`config.mk`:
```
export PLATFORM = sky130hd
export DESIGN_NAME = bna_ffz
export DESIGN_NICKNAME = d
export VERILOG_FILES = /design/src/rtl/bna_pkg.sv /design/src/rtl/bna_ffz.sv
export SDC_FILE = /design/constraint.sdc
export NUM_CORES = 1
export LEC_CHECK = 0
export BUFFER_PORTS_ARGS = -buffer_cell sky130_fd_sc_hd__buf_2
export CAP_MARGIN = 10
export CORE_MARGIN = 1.5
export CORE_UTILIZATION = 50
export DETAILED_ROUTE_END_ITERATION = 16
export GPL_TIMING_DRIVEN = 0
export PLACE_DENSITY = 0.88
export SETUP_SLACK_MARGIN = 0.5
export SYNTH_ARGS = -nofsm -noshare
export SYNTH_HDL_FRONTEND = slang
export SYNTH_SLANG_ARGS = --single-unit
export TNS_END_PERCENT = 1
```
`constraint.sdc`:
```
create_clock -name vclk -period 2.87
set_clock_uncertainty 0.2 [all_clocks]
set_input_delay 0.287 -clock vclk [all_inputs]
set_output_delay 0.287 -clock vclk [all_outputs]
set_load 0.1 [all_outputs]
```
`src/rtl/bna_pkg.sv`:
```
// Shared types and codes for the bitmap number allocator.
// No dependencies; imported by the top level and the search unit.
package bna_pkg;

   // Width of a 1-based number on the request and response ports.
   localparam int NUM_W    = 14;
   localparam int STATUS_W = 2;

   typedef logic [NUM_W-1:0]    num_type;
   typedef logic [STATUS_W-1:0] status_type;

   // Response status codes.
   localparam status_type STATUS_DONE  = 2'd0;
   localparam status_type STATUS_FULL  = 2'd1;
   localparam status_type STATUS_RANGE = 2'd2;

   // Request modes.
   localparam logic MODE_ALLOC = 1'b0;
   localparam logic MODE_FREE  = 1'b1;

   // Widest limit the search unit compares against, in bits.
   localparam int LIMIT_CMP_W = 32;

endpackage

```
`src/rtl/bna_ffz.sv`:
```
// Find-first-zero unit: lowest clear bit of one bitmap word below a limit.
// Depends on bna_pkg for the width of the limit comparison.
module bna_ffz #(
   parameter int WORD_BITS = 32,
   parameter int LIMIT_W   = 14
) (
   input  logic [WORD_BITS-1:0]         word,
   input  logic [LIMIT_W-1:0]           limit,
   output logic                         found,
   output logic [$clog2(WORD_BITS)-1:0] bit_idx
);
   import bna_pkg::*;

   logic [LIMIT_CMP_W-1:0] limit_wide;

   assign limit_wide = LIMIT_CMP_W'(limit);

   // Scan from the top bit down so that the lowest eligible clear bit wins.
   always_comb begin
      found   = 1'b0;
      bit_idx = '0;
      for (int b = WORD_BITS - 1; b >= 0; b--) begin
         if (!word[b] && (LIMIT_CMP_W'(b) < limit_wide)) begin
            found   = 1'b1;
            bit_idx = ($clog2(WORD_BITS))'(b);
         end
      end
   end

endmodule
```
==> impl_results.md <==
* DRT Pass-1 Iters at 5
* Critical path destination: bit_idx[4]
* First-pass GRT wire length at 7369 µm
* Die area at 2838 µm²
* DP Worst Slack at -691.7 ps
* Total of warnings raised by yosys at 0
* Sequential area share after synthesis at 0
* Most frequent cell after synthesis: nand2_1
* Top-area cell type share of the netlist area at 0.06931
* Final instance area at 1879 µm²
* Largest net degree at the start of global routing at 11
* Initial Utilization at 0.5195
* Via count at 1889
* Post-synth top area cell: a41oi_1
* Area after DPL at 1614 µm²
* Actual slew at the worst max-slew pin at 644.0 ps
* Status: finished, violations left
* Tcrit/Tclk final at 1.095
* DRC Markers at 0
* # port buffers at 50
* Unrepaired setup endpoints after global routing: yes
* Hpwl dp at 3522 µm
* Fin nets at 292
* Fin. Hold Viols at 0
* DR WL/cell at 17.96 µm
* Final min period at 3142 ps
* # diodes at 0
* Setup TNS at -1064 ps
* Layout area overhead at 48.71%
* Syn Area/Cell at 6.758 µm²
* Initial antenna violation count at 0
* Std-Cell Rows at 18
* Hold path depth at 5
* Failing checks: setup timing
* Die Width at 53.28 µm
* Worst EP arrival at 2660 ps
* All-Layer GR Usage at 0.3415
* Top-Level Pins at 52
* Max Freq at 318.2 MHz
* Max-cap violations at 0
* Filler cells at 193
* Core Region at 2432 µm²
* Vias in the first global route at 1651
* Pwr/cell area at 126.9 nW/µm²
* Slowest stage delay, CP at 600 ps
* Static Leak at 0.7138 nW
* Hold Startpoint: word[4]
* Die Y at 53.28 µm
* Routed Antenna Nets at 0
* Worst slew margin at 0.5595
* Critical Path Stages at 8
* Final Wtd Congestion at 0.9812
* Sequential cell area at 0 µm²
* Maximum vdd drop at 112.6 µV
* Crit end category: primary output
* CLK BUF at 0
* Required @ worst endpoint at 2380 ps
* Setup crit start: limit[10]
* Startpoint types: input pin
* Worst Hold Class: in -> out
* Setup ws final at -272.2 ps
* Critical path's slowest cell: or4b_4
* Wirelength, routed at 4922 µm
* Top cells by count, synth: nand2_1, nor2_1, inv_1
* Netlist cell types at 59
* Top delay family on crit path: simple AND/OR/NAND/NOR gates
* Core Util, Final at 0.7726
* DR iter-0 viols at 123
* CP Cell Sequence: buf_2 -> or4_4 -> buf_6 -> nor4_4 -> a22oi_2 -> or4b_4 -> nor4_4 -> buf_6
* Seq Cell Count at 0
* Vias per std cell at 6.894
* Mapped Cells at 187
* Hold_buf cts at 0
* Mapped cell area at 1264 µm²
* Gr ovfl total at 0
* CP bufs+invs at 3
* Layout cells sized above 1 at 0.4180
* Final setup viols at 6
* Cells after DPL at 267
* Fin cells at 274
* Max FO, Critical Path at 9
* Multi-input logic area at 1351 µm²
* Slew Viols, Final at 0
* Syn nets at 233
* Most area-consuming cells after synthesis: a41oi_1, nand2_1, a21oi_1
* Setup CP Type: in -> out
[where the power goes]
part | switching [W] | internal (W) | total (W)
Combinational | 0.000148 | 0.0000910 | 0.000239
Sequential | 0 | 0 | 0
Clock | 0 | 0 | 0
Total | 0.000148 | 0.0000910 | 0.000239
[layout make-up]
class	count	share of cell area
Timing Repair Buffer	57	0.1971
Inverter	11	0.02197
Buffer	13	0.04194
Tap cell	30	0.01997
Multi-Input combinational cell	163	0.7190
[cells by family (layout without fill, tap and decap cells)]
logic type / Yosys count / after routing / share of synthesized area
AOI/OAI and AO/OA: 86 / 86 / 0.5327
buffers and inverters: 24 / 81 / 0.09009
and+or+nand+nor: 77 / 77 / 0.3772
[cell usage in the layout, fill, tap and decap left out, types with 3 or more instances in the layout]
| cell | instances |
|---|---|
| a21oi_2 | 3 |
| nand4_1 | 3 |
| a2bb2oi_1 | 3 |
| o21ai_0 | 9 |
| buf_6 | 5 |
| nor2_1 | 11 |
| nand3_1 | 4 |
| nor2b_1 | 5 |
| a21oi_1 | 7 |
| inv_1 | 11 |
| nor4_4 | 6 |
| buf_12 | 3 |
| clkbuf_2 | 3 |
| buf_4 | 8 |
| o221ai_1 | 3 |
| nand2b_1 | 5 |
| and2_1 | 3 |
| o211ai_1 | 6 |
| nor3_4 | 4 |
| nand2_1 | 15 |
| a41oi_1 | 10 |
| buf_2 | 44 |
| a21o_1 | 6 |
| nor3_1 | 4 |
| a31oi_1 | 5 |
| clkbuf_1 | 6 |
[metrics by stage]
| stage | hold WS (ps) | total power, W |
|---|---|---|
| after global routing | 981.6 | 0.0002530 |
| final | 946.8 | 0.0002385 |
| after detailed placement | 1054 | 0.0001993 |
| after floorplan | 756.2 | 0.0001283 |
| after global placement | 1043 | 0.0001954 |
| after CTS | 944.6 | 0.0002174 |
[worst min-delay path by stage]
stage	endpoint	slack, ps
2_1_floorplan	bit_idx[0]	760
3_3_place_gp	bit_idx[0]	1040
3_5_place_dp	bit_idx[0]	1050
4_1_cts	bit_idx[0]	940
5_1_grt	bit_idx[0]	980
6_report	bit_idx[0]	950
[metal layers]
metal  up-vias  part of all wire  GRT usage
li1        886                 -          -
met1       846              0.39     0.4512
met2       147              0.48     0.6193
met3        10              0.11    0.02825
met4         0             0.017    0.02137
met5         -                 0          0
[tightest hold or removal path: stages]
cell      delay (ps)
buf_2            120
nand2_1           50
a21o_1           150
a211oi_4          80
buf_12           160
[repair_timing]
| item | 4_1_cts | 5_1_grt |
|---|---|---|
| buffers inserted | 3 | 4 |
| resized for setup | 29 | 21 |
| pin swaps | 6 | 4 |
| setup endpoints to repair | 6 | 6 |
No activity file was read; power rests on OpenSTA's default activity.
